==> config.mk <==
export PLATFORM = sky130hd
export DESIGN_NAME = multi_base_integer_literal_parser
export DESIGN_NICKNAME = d
export VERILOG_FILES = /design/src/hdl/mbilp_pkg.sv /design/src/hdl/mbilp_step.sv /design/src/hdl/multi_base_integer_literal_parser.sv
export SDC_FILE = /design/constraint.sdc
export NUM_CORES = 1
export LEC_CHECK = 0
export ABC_AREA = 1
export BUFFER_PORTS_ARGS = -buffer_cell sky130_fd_sc_hd__buf_2
export CAP_MARGIN = 25
export CORE_AREA = 2 2 206 208
export DETAILED_ROUTE_END_ITERATION = 6
export DIE_AREA = 0 0 208 210
export HOLD_SLACK_MARGIN = 0.06
export PLACE_DENSITY = 0.62
export SYNTH_ARGS = -nofsm -noshare
export SYNTH_HDL_FRONTEND = slang
export SYNTH_SLANG_ARGS = --single-unit
==> constraint.sdc <==
create_clock -name clock -period 9.6 [get_ports clock]
set_input_delay 0.96 -clock clock [delete_from_list [all_inputs] [get_ports clock]]
set_output_delay 0.96 -clock clock [all_outputs]
set_load 0.01 [all_outputs]
==> src/hdl/mbilp_pkg.sv <==
// Shared types, codes and character constants for the integer literal parser.
`timescale 1ns / 1ps
`default_nettype none
package mbilp_pkg;

   // literal parse phase
   typedef enum logic [2:0] {
      PH_START = 3'd0,
      PH_MINUS = 3'd1,
      PH_ZERO  = 3'd2,
      PH_BODY  = 3'd3,
      PH_STOP  = 3'd4
   } phase_type;

   typedef enum logic [1:0] {
      B_BIN = 2'd0,
      B_OCT = 2'd1,
      B_DEC = 2'd2,
      B_HEX = 2'd3
   } base_type;

   typedef enum logic [2:0] {
      ST_OK    = 3'd0,
      ST_OVF   = 3'd1,
      ST_NODIG = 3'd2,
      ST_BASE  = 3'd3,
      ST_SIZE  = 3'd4,
      ST_NAN   = 3'd5
   } status_type;

   localparam logic [7:0] CH_NUL    = 8'h00;
   localparam logic [7:0] CH_MINUS  = 8'h2D;
   localparam logic [7:0] CH_UNDER  = 8'h5F;
   localparam logic [7:0] CH_0      = 8'h30;
   localparam logic [7:0] CH_1      = 8'h31;
   localparam logic [7:0] CH_7      = 8'h37;
   localparam logic [7:0] CH_9      = 8'h39;
   localparam logic [7:0] CH_LOW_A  = 8'h61;
   localparam logic [7:0] CH_LOW_B  = 8'h62;
   localparam logic [7:0] CH_LOW_D  = 8'h64;
   localparam logic [7:0] CH_LOW_F  = 8'h66;
   localparam logic [7:0] CH_LOW_I  = 8'h69;
   localparam logic [7:0] CH_LOW_O  = 8'h6F;
   localparam logic [7:0] CH_LOW_X  = 8'h78;
   localparam logic [7:0] CASE_BIT  = 8'h20;
   localparam logic [3:0] HEX_TEN   = 4'hA;
   localparam logic [7:0] DEST_RESET = 8'd32;
   localparam logic [6:0] BC_SAT    = 7'd127;

   localparam int VALUE_W = 64;

   // per-literal control state, everything except the accumulator
   typedef struct packed {
      phase_type  phase;
      logic [6:0] bit_count;
      status_type error_code;
      base_type   chosen_base;
      logic       minus_seen;
      logic       any_digit;
      logic       body_started;
   } ctl_state_type;

   localparam ctl_state_type CTL_CLEAR = '{
      phase:        PH_START,
      bit_count:    7'd0,
      error_code:   ST_OK,
      chosen_base:  B_DEC,
      minus_seen:   1'b0,
      any_digit:    1'b0,
      body_started: 1'b0
   };

   typedef struct packed {
      logic [VALUE_W-1:0] value;
      status_type         status;
      base_type           base_code;
      logic               negative;
   } result_type;

   // smallest container (8/16/32/64) that holds a width
   function automatic int acc_width(input int w);
      int r;
      if (w <= 8) r = 8;
      else if (w <= 16) r = 16;
      else if (w <= 32) r = 32;
      else r = 64;
      return r;
   endfunction

endpackage
`default_nettype wire

==> src/hdl/mbilp_step.sv <==
// Per-character next-state and end-of-literal result logic.
`timescale 1ns / 1ps
`default_nettype none
module mbilp_step #(
   parameter int MAX_WIDTH = 64,
   parameter int ACC_W     = 64
) (
   input  mbilp_pkg::ctl_state_type cur_state,
   input  logic [ACC_W-1:0]         acc_cur,
   input  logic [7:0]               char_code,
   input  logic [7:0]               dest_bits,
   output mbilp_pkg::ctl_state_type nxt_state,
   output logic [ACC_W-1:0]         acc_nxt,
   output mbilp_pkg::result_type    result
);
   import mbilp_pkg::*;

   localparam logic [7:0] MAX_W8 = 8'(MAX_WIDTH);

   logic             do_body;
   logic             ok;
   logic [3:0]       dig;
   logic [2:0]       k;
   logic [7:0]       folded;
   logic [7:0]       bc_sum;
   logic [ACC_W-1:0] mask;
   logic [63:0]      mask64;
   status_type       st;

   assign folded = char_code | CASE_BIT;

   always_comb begin
      nxt_state = cur_state;
      acc_nxt   = acc_cur;
      do_body   = 1'b0;
      ok        = 1'b0;
      dig       = 4'd0;
      k         = 3'd0;
      bc_sum    = 8'd0;

      unique case (cur_state.phase)
         PH_START, PH_MINUS: begin
            if (char_code == CH_MINUS && cur_state.phase == PH_START) begin
               nxt_state.minus_seen = 1'b1;
               nxt_state.phase      = PH_MINUS;
            end else if (char_code >= CH_1 && char_code <= CH_9) begin
               nxt_state.chosen_base = B_DEC;
               nxt_state.phase       = PH_BODY;
               do_body               = 1'b1;
            end else if (char_code == CH_0) begin
               // provisionally a decimal body that starts with this zero
               nxt_state.chosen_base  = B_DEC;
               nxt_state.any_digit    = 1'b1;
               nxt_state.body_started = 1'b1;
               nxt_state.phase        = PH_ZERO;
               acc_nxt                = '0;
            end else begin
               nxt_state.error_code = ST_NAN;
               nxt_state.phase      = PH_STOP;
            end
         end
         PH_ZERO: begin
            nxt_state.phase = PH_BODY;
            if (char_code == CH_LOW_B || char_code == CH_LOW_O || char_code == CH_LOW_D ||
                char_code == CH_LOW_I || char_code == CH_LOW_X) begin
               priority if (char_code == CH_LOW_B) nxt_state.chosen_base = B_BIN;
               else if (char_code == CH_LOW_O) nxt_state.chosen_base = B_OCT;
               else if (char_code == CH_LOW_X) nxt_state.chosen_base = B_HEX;
               else nxt_state.chosen_base = B_DEC;
               nxt_state.any_digit    = 1'b0;
               nxt_state.body_started = 1'b0;
               nxt_state.bit_count    = 7'd0;
               acc_nxt                = '0;
            end else begin
               do_body = 1'b1;
            end
         end
         PH_BODY: do_body = 1'b1;
         PH_STOP: ;
         default: ;
      endcase

      if (do_body) begin
         if (char_code == CH_UNDER && nxt_state.body_started) begin
            // separator, skipped
         end else if (char_code == CH_NUL) begin
            nxt_state.phase = PH_STOP;
         end else begin
            nxt_state.body_started = 1'b1;
            unique case (nxt_state.chosen_base)
               B_BIN: begin
                  k   = 3'd1;
                  ok  = (char_code == CH_0 || char_code == CH_1);
                  dig = 4'(char_code - CH_0);
               end
               B_OCT: begin
                  k   = 3'd3;
                  ok  = (char_code >= CH_0 && char_code <= CH_7);
                  dig = 4'(char_code - CH_0);
               end
               B_HEX: begin
                  k = 3'd4;
                  if (char_code >= CH_0 && char_code <= CH_9) begin
                     ok  = 1'b1;
                     dig = 4'(char_code - CH_0);
                  end else if (folded >= CH_LOW_A && folded <= CH_LOW_F) begin
                     ok  = 1'b1;
                     dig = 4'(folded - CH_LOW_A) + HEX_TEN;
                  end
               end
               B_DEC: begin
                  ok  = (char_code >= CH_0 && char_code <= CH_9);
                  dig = 4'(char_code - CH_0);
               end
            endcase

            if (!ok) begin
               nxt_state.error_code = ST_BASE;
               nxt_state.phase      = PH_STOP;
            end else begin
               nxt_state.any_digit = 1'b1;
               if (nxt_state.chosen_base == B_DEC) begin
                  // x10 as x8 + x2, wraps at the accumulator width
                  acc_nxt = (acc_nxt << 3) + (acc_nxt << 1) + ACC_W'(dig);
               end else begin
                  acc_nxt = (acc_nxt << k) | ACC_W'(dig);
                  if (nxt_state.bit_count != 7'd0 || dig != 4'd0) begin
                     bc_sum = 8'(nxt_state.bit_count) + 8'(k);
                     nxt_state.bit_count = (bc_sum > 8'(BC_SAT)) ? BC_SAT : bc_sum[6:0];
                  end
               end
            end
         end
      end
   end

   // status from the post-update state, in precedence order
   always_comb begin
      priority if (nxt_state.phase == PH_START || nxt_state.phase == PH_MINUS) st = ST_NAN;
      else if (nxt_state.error_code == ST_NAN) st = ST_NAN;
      else if (dest_bits > MAX_W8) st = ST_SIZE;
      else if (nxt_state.error_code == ST_BASE) st = ST_BASE;
      else if (!nxt_state.any_digit) st = ST_NODIG;
      else if (nxt_state.chosen_base != B_DEC && 8'(nxt_state.bit_count) > dest_bits)
         st = ST_OVF;
      else st = ST_OK;
   end

   always_comb begin
      priority if (dest_bits <= 8'd8) mask64 = 64'h0000_0000_0000_00FF;
      else if (dest_bits <= 8'd16) mask64 = 64'h0000_0000_0000_FFFF;
      else if (dest_bits <= 8'd32) mask64 = 64'h0000_0000_FFFF_FFFF;
      else mask64 = 64'hFFFF_FFFF_FFFF_FFFF;
   end

   assign mask = mask64[ACC_W-1:0];

   always_comb begin
      result.value     = (st == ST_OK) ? VALUE_W'(acc_nxt & mask) : '0;
      result.status    = st;
      result.base_code = (st == ST_NAN) ? B_DEC : nxt_state.chosen_base;
      result.negative  = nxt_state.minus_seen;
   end

endmodule
`default_nettype wire

==> src/hdl/multi_base_integer_literal_parser.sv <==
// Top level of the multi-base integer literal parser.
//
// Input stream (req_*): one ASCII character per beat in req_tdata, req_tlast
// on the final character of a literal. Only the beat carrying tlast produces
// a result; all other beats only advance the parse state.
// Result stream (rsp_*): one beat per literal holding value, status,
// base_code and negative (see the rsp_tdata port comment for bit positions).
// Config: csr_wr_en/csr_wr_data load the 8-bit destination width
// (reset 32); write only while no literal is in flight.
//
// The tlast beat goes from the input register through one combinational step
// into the result register, which drives rsp_tvalid; it waits in the input
// register while the result register is full. Throughput: one character per
// cycle, back to back, across literals, while no tlast beat waits; the character
// step (shift-or, or x10 add) and status decode are combinational.
//
// Reset clears both pipeline valids, the parse state and sets the width to
// 32. When the receiver stalls the result register holds; characters keep
// flowing until a second tlast beat reaches the step stage, which then waits
// in the input register and back-pressures req_tready.
`timescale 1ns / 1ps
`default_nettype none
module multi_base_integer_literal_parser #(
   parameter int MAX_WIDTH = 64
) (
   input  logic        clock,
   input  logic        reset,
   // slave side
   input  logic        req_tvalid,
   output logic        req_tready,
   input  logic [7:0]  req_tdata,    // [7:0] char_code
   input  logic        req_tlast,    // last_char
   // master side
   output logic        rsp_tvalid,
   input  logic        rsp_tready,
   output logic [71:0] rsp_tdata,    // [63:0] value, [66:64] status,
                                     // [68:67] base_code, [69] negative, [71:70] zero
   // config
   input  logic        csr_wr_en,
   input  logic [7:0]  csr_wr_data   // dest_bits
);
   import mbilp_pkg::*;

   localparam int ACC_W = acc_width(MAX_WIDTH);

   // input register
   logic       in_valid_ff, in_valid_in;
   logic [7:0] in_char_ff;
   logic       in_last_ff;

   // parse state
   ctl_state_type    state_ff, state_in;
   logic [ACC_W-1:0] acc_ff, acc_in;

   // result register
   logic       rsp_valid_ff, rsp_valid_in;
   result_type rsp_data_ff;

   logic [7:0] dest_bits_ff;

   ctl_state_type    step_state;
   logic [ACC_W-1:0] step_acc;
   result_type       step_result;

   logic out_free;
   logic step_fire;
   logic req_beat;

   mbilp_step #(
      .MAX_WIDTH (MAX_WIDTH),
      .ACC_W     (ACC_W)
   ) u_step (
      .cur_state (state_ff),
      .acc_cur   (acc_ff),
      .char_code (in_char_ff),
      .dest_bits (dest_bits_ff),
      .nxt_state (step_state),
      .acc_nxt   (step_acc),
      .result    (step_result)
   );

   // a closing beat needs the result slot; other beats never wait
   assign out_free   = !rsp_valid_ff || rsp_tready;
   assign step_fire  = in_valid_ff && (!in_last_ff || out_free);
   assign req_tready = !in_valid_ff || step_fire;
   assign req_beat   = req_tvalid && req_tready;

   always_comb begin
      in_valid_in  = req_beat || (in_valid_ff && !step_fire);
      state_in     = state_ff;
      acc_in       = acc_ff;
      rsp_valid_in = rsp_valid_ff && !rsp_tready;
      if (step_fire) begin
         if (in_last_ff) begin
            // literal done: back to the clean state
            state_in     = CTL_CLEAR;
            acc_in       = '0;
            rsp_valid_in = 1'b1;
         end else begin
            state_in = step_state;
            acc_in   = step_acc;
         end
      end
   end

   always_ff @(posedge clock) begin
      if (reset) begin
         in_valid_ff  <= 1'b0;
         rsp_valid_ff <= 1'b0;
         state_ff     <= CTL_CLEAR;
         acc_ff       <= '0;
         dest_bits_ff <= DEST_RESET;
      end else begin
         in_valid_ff  <= in_valid_in;
         rsp_valid_ff <= rsp_valid_in;
         state_ff     <= state_in;
         acc_ff       <= acc_in;
         if (csr_wr_en) begin
            dest_bits_ff <= csr_wr_data;
         end
      end
   end

   // payload registers
   always_ff @(posedge clock) begin
      if (req_beat) begin
         in_char_ff <= req_tdata;
         in_last_ff <= req_tlast;
      end
      if (step_fire && in_last_ff) begin
         rsp_data_ff <= step_result;
      end
   end

   assign rsp_tvalid = rsp_valid_ff;
   assign rsp_tdata  = {2'b00, rsp_data_ff.negative, rsp_data_ff.base_code,
                        rsp_data_ff.status, rsp_data_ff.value};

endmodule
`default_nettype wire
* Word level (Yosys, flattened, before mapping)
Index checks and enable logic that the tools add are counted.
** Cells by class
- Add/sub/neg operators :: 6
- Order comparisons :: 12
- Equal/unequal tests :: 20
- Shifts and indexed selects :: 1
- Multiplexer cells :: 81
- Bitwise logic cells :: 2
- Reductions and logical operators :: 37
** Operator list (count)
- $mux W64 :: 13
- $pmux W64 S2 :: 1
- $add A64 B4 Y64 :: 1
- $add A64 B64 Y64 :: 1
- $and A64 B64 Y64 :: 1
- $or A64 B4 Y64 :: 1
- $shl A64 B3 Y64 :: 1
- $mux W3 :: 17
- $eq A8 B7 Y1 const B :: 6
- $mux W7 :: 6
- $mux W13 :: 2
- $eq A8 B6 Y1 const B :: 3
- $le A8 B6 Y1 const B :: 3
- $mux W2 :: 12
- $mux W4 :: 5
- $mux W18 :: 1
- $ge A8 B6 Y1 const B :: 2
- $gt A8 B7 Y1 const B :: 2
- $mux W1 :: 15
- $logic_and A1 B1 Y1 :: 12
- $logic_or A1 B1 Y1 :: 11
- $mux W10 :: 1
- $eq A3 B2 Y1 const B :: 3
- $logic_not A3 Y1 :: 3
- 27 further kinds :: 36
** Storage, ports and cells
- Bits in registers :: 171
- Bits of input ports :: 22
- Output and inout port bits :: 74
- Word-level logic and storage cells :: 176

* Longest topological paths before layout
- Depth in word-level cells :: 30
- Depth in mapped cells :: 39
- Gate-level depth less buffers :: 36

* Hierarchy
Synthesis repeated with hierarchy kept, for this count alone.
** Unflattened totals
- Cell total of the unflattened synthesis :: 2525
- Area total of the unflattened synthesis :: 16200.5 µm²
** Modules (own cells, without submodules)
- mbilp_step :: instances 1, cells an instance 2038, area an instance 10570.1 µm², seq. area each 0.0 µm²
- multi_base_integer_literal_parser :: instances 1, cells an instance 487, area an instance 5630.4 µm², seq. area each 4214.0 µm²

* Worst setup path after synthesis
No wires, ideal clock.
- Kind :: reg2reg
- From :: register in_char_ff[0]
- To :: register rsp_data_ff, in the netlist rsp_tdata[22] (data pin)
- Setup time :: 0.138 ns
- Arrival :: 4.846 ns
- Data required time :: 9.462 ns
- Setup slack :: 4.615 ns
- Cell stages (with the launch flop) :: 33
- Path buffers :: 3
- Clock period less this slack :: 4.985 ns
- Cell sequence :: edfxtp_1 > inv_1 > ha_1 > nand3_1 > nand2_1 > nand2_1 > nand2_2 > o21ai_4 > nor2_2 > inv_1 > nand2_1 > buf_6 > nand2_2 > inv_2 > clkbuf_1 > ha_1 > nand3_1 > nand3_1 > or2_2 > a21oi_1 > nand3_1 > and2_1 > ha_1 > a21oi_1 > o21a_1 > o21ai_0 > a21o_1 > nand4_1 > inv_1 > nor3_4 > nand3_2 > buf_6 > nor2_1
** On the way
- Cells in the longest elaborated chain, start to end :: 30
- Elaborated cells between the ends (all ways) :: 126
- Those cells by class :: add/sub: 6; order compare: 8; eq/ne: 16; shift: 1; mux: 72; bitwise: 2; reduce/logical: 21
** RTL lines
- start: declaration :: line multi_base_integer_literal_parser.sv:48 : logic [7:0] in_char_ff;
- start signal: assignment :: line multi_base_integer_literal_parser.sv:127 : in_char_ff <= req_tdata;
- branches (longest 30 deep; another with $ge A8 B6 Y1)
- end signal: assignment :: line multi_base_integer_literal_parser.sv:131 : rsp_data_ff <= step_result;
- end: declaration :: line multi_base_integer_literal_parser.sv:57 : result_type rsp_data_ff;
Several ways; the timed one is not identified. The select of a mux whose other input is x is not followed.
A chain may end at the register's enable or synchronous reset.

* Final worst setup path
- From :: register in_char_ff[0]
- To :: register acc_ff[28]
** On the way
- Cells in the longest elaborated chain, start to end :: 20
- Elaborated cells between the ends (all ways) :: 83
- Those cells by class :: add/sub: 5; order compare: 6; eq/ne: 12; shift: 1; mux: 44; bitwise: 1; reduce/logical: 14
** RTL lines
- branches (longest 18 deep; another with $add A64 B64 Y64)
- $mux W64 (*) :: line mbilp_step.sv:83 : if (do_body) begin
- $mux W64 (*) :: line multi_base_integer_literal_parser.sv:94 : if (in_last_ff) begin
- end signal: assignment :: line multi_base_integer_literal_parser.sv:117 : acc_ff <= acc_in;
- end: declaration :: line multi_base_integer_literal_parser.sv:53 : logic [ACC_W-1:0] acc_ff, acc_in;
Mark *: on every way between the ends. The select of a mux whose other input is x is not followed.

==> results.py <==
metrics = {
    "drt": {
        "post_drt_wl_per_cell_um": 19.59,
        "routed_wirelength_um": 63620,
        "dr.pass1.iters": 7,
        "dr.first_iter.drc_count": 1492,
        "drt-vias-per-instance": 5.461,
        "vias": 17731,
        "antenna_left": 0,
        "drc": 3,
    },
    "worst_setup_path": {
        "crit_fanout": 49,
        "crit_required_ns": 10.03,
        "cp_top_family": "compound AO/OA/AOI/OAI gates",
        "crit_path_end_kind": "register",
        "cpPeakStageDelay_ns": 0.70,
        "path_buf_inv": 6,
        "critical_path.most_common_cell": "nand2_1",
        "slowest_stage": "o21ai_0",
        "crit_arrival_ns": 7.78,
        "startpoint_type": "register",
        "crit_type": "register to register",
    },
    "clocking": {
        "clk_latency_ns": 0.51,
        "cts_setup_buffers": 0,
        "htree_levels": 4,
        "root_buffer": "clkbuf_16",
        "cts_hold_buf": 0,
        "cts_sinks": 171,
        "clkSlewWorstSetupHoldPaths_ns": 0.08,
        "clock_path_buffers": 2,
        "tritoncts": "done",
        "cts_made_buffers": 17,
        "post_cts_resized": 0,
    },
    "synthesis": {
        "ys_ff_latch": 171,
        "synth_top_area_cell": "nand2_1",
        "syn_area_mm2": 0.01643,
        "synth_cells": 2666,
        "netlist.area_leader.share": 0.1940,
        "syn_area_per_cell_um2": 6.163,
        "ys_warn_count": 0,
        "seq_area_frac_synth": 0.2565,
        "synth.area.top_cells": "nand2_1 19%, edfxtp_1 14%, dfxtp_1 11%",
        "synth_cell_types": 52,
    },
    "cells_and_area": {
        "area_growth_pct": 9.214,
        "stdcell_area_mm2": 0.01794,
        "multiInputGateArea_mm2": 0.01073,
        "seqCellArea_mm2": 0.004214,
        "final_common_cell": "nand2_1",
        "fin_util": 0.4326,
        "drive_gt1_frac": 0.06869,
        "fill_cells": 4570,
        "nets": 2857,
        "final_cell_mix": "847 x nand2_1, 284 x inv_1, 270 x nor2_1",
        "antenna_cells": 0,
    },
    "floorplanning": {
        "core_mm2": 0.04148,
        "die_area_mm2": 0.04368,
        "die_w_um": 208,
        "start_util": 0.3961,
        "rows": 75,
        "die_h_um": 210,
        "ios": 96,
    },
    "place": {
        "hpwl_um": 49570,
        "gp_congestion": 0.9861,
        "io_buffers": 93,
        "placed_area_mm2": 0.01733,
    },
    "sta": {
        "hold_viol_final": 0,
        "fin_skew_ns": 0.01476,
        "setup_tns_ns": 0,
        "period_share": 0.7662,
        "max-slew-margin-rel": 0.2663,
        "finalSetupViolCount": 0,
        "report.final.slew_viol_count": 0,
        "fin_crit_ns": 7.355,
        "clock.fmax_mhz": 136.0,
        "whs_ns": 0.4618,
        "rsz0062_at_grt": "false",
        "worstMarginPinSlew_ns": 1.101,
    },
    "power": {
        "clkPwrFrac": 0.414,
        "power_density_mw_per_mm2": 96.99,
        "pwr-share-seq": 0.449,
        "switchingPower_mw": 0.5441,
        "ir_drop_v": 0.0001162,
        "swShare": 0.3126,
        "pwr-share-comb": 0.137,
        "internal_power_mw": 1.196,
        "power.total_mw": 1.740,
        "p_leak_nw": 8.318,
    },
    "run": {
        "maxCapViolCount": 0,
    },
    "outcome": {
        "status": "complete, but fails checks",
        "violations": "design-rule violations",
    },
    "global_route": {
        "grtUsageTotal": 0.2907,
        "grt_pass1_vias": 17037,
        "grt_pass1_wl_um": 98050,
        "antenna_found_initial": 1,
        "overflow": 0,
        "grt_max_degree": 85,
    },
    "hold_path": {
        "worstHoldPathType": "register to register",
    },
}
-- per-layer routing --
layer  track usage  wire length (µm)  vias to the layer above
met4       0.09733              1629                        0
met1        0.3785             28400                     8250
met3       0.03814              3281                       91
met2        0.4973             30320                      550
li1              -                 -                     8840
met5             0                 0                        -
-- cells in the mapped netlist, drive strengths merged --
cell	n
edfxtp	79
o31ai	1
or2	3
o22ai	3
buf	25
nor2	277
nand2	855
a31oi	12
nand2b	1
clkinv	1
o221ai	2
o21a	5
xnor2	17
o211a	2
clkbuf	79
o41ai	1
o21bai	10
and3	3
ha	137
nand3	201
fa	3
a21o	5
nor4	7
a41oi	1
inv	291
a31o	2
a21boi	8
nand4	39
o211ai	26
nor3	16
conb	1
a21oi	212
dfxtp	92
xor2	14
o21ai	223
and2	5
nand3b	7
-- worst reg2reg max path, delay by kind of cell, from the launching register on --
family          cells  cell delay (ns)
compound gates      8             2.19
fa+ha+maj           4             1.14
buf+inv             6             1.63
flops               1             0.47
simple gates       15             1.83
-- power groups by stage --
stage                     sequential (mW)  combinational, mW  clock (mW)
after floorplan                     0.800              0.153           0
after global placement              0.798              0.233           0
after detailed placement            0.798              0.233           0
after CTS                           0.782              0.234       0.741
after global routing                0.783              0.262       0.758
final                               0.782              0.238       0.720
-- final timing paths --
| check | startpoint | to | slack [ns] | cells past startpoint |
|---|---|---|---|---|
| worst max-delay path | in_char_ff[0]$_DFFE_PP_ | acc_ff[28]$_SDFFE_PP0P_ | 2.24 | 33 |
| worst min-delay path | state_ff[1]$_SDFFE_PP0P_ | state_ff[1]$_SDFFE_PP0P_ | 0.46 | 2 |
| worst max register to register | in_char_ff[0]$_DFFE_PP_ | acc_ff[28]$_SDFFE_PP0P_ | 2.24 | 33 |
| worst min register to register | state_ff[1]$_SDFFE_PP0P_ | state_ff[1]$_SDFFE_PP0P_ | 0.46 | 2 |
-- metrics by stage --
stage / setup WS (ns) / std cells
CTS: 2.348 / 3246
detailed placement: 2.360 / 3214
floorplan: 4.615 / 2667
finish: 2.245 / 3247
global route: 1.591 / 3247
global placement: 2.710 / 3214
-- cell type report --
type                            count  share of cell area
Clock buffer                       18             0.02510
Timing Repair Buffer              113             0.03542
Tap cell                          539             0.03758
Multi-Input combinational cell   2100              0.5981
Clock inverter                     14            0.007879
Sequential cell                   171              0.2348
Inverter                          292             0.06108
-- logic make-up after synthesis --
| logic type | after synthesis | synth area share |
|---|---|---|
| fa+ha+maj | 140 | 0.1080 |
| simple gates | 1414 | 0.3555 |
| buf+inv | 396 | 0.09321 |
| compound gates | 513 | 0.1700 |
| flops | 171 | 0.2565 |
| other cells | 1 | 0.0002282 |
| xor+xnor | 31 | 0.01652 |
-- flip-flops by register name, indices dropped and copies added (netlist names) --
signal	count
rsp_tvalid	1
acc_ff	64
state_ff	18
rsp_tdata	70
dest_bits_ff	8
in_valid_ff	1
in_last_ff	1
in_char_ff	8
No activity file was read; power rests on OpenSTA's default activity.
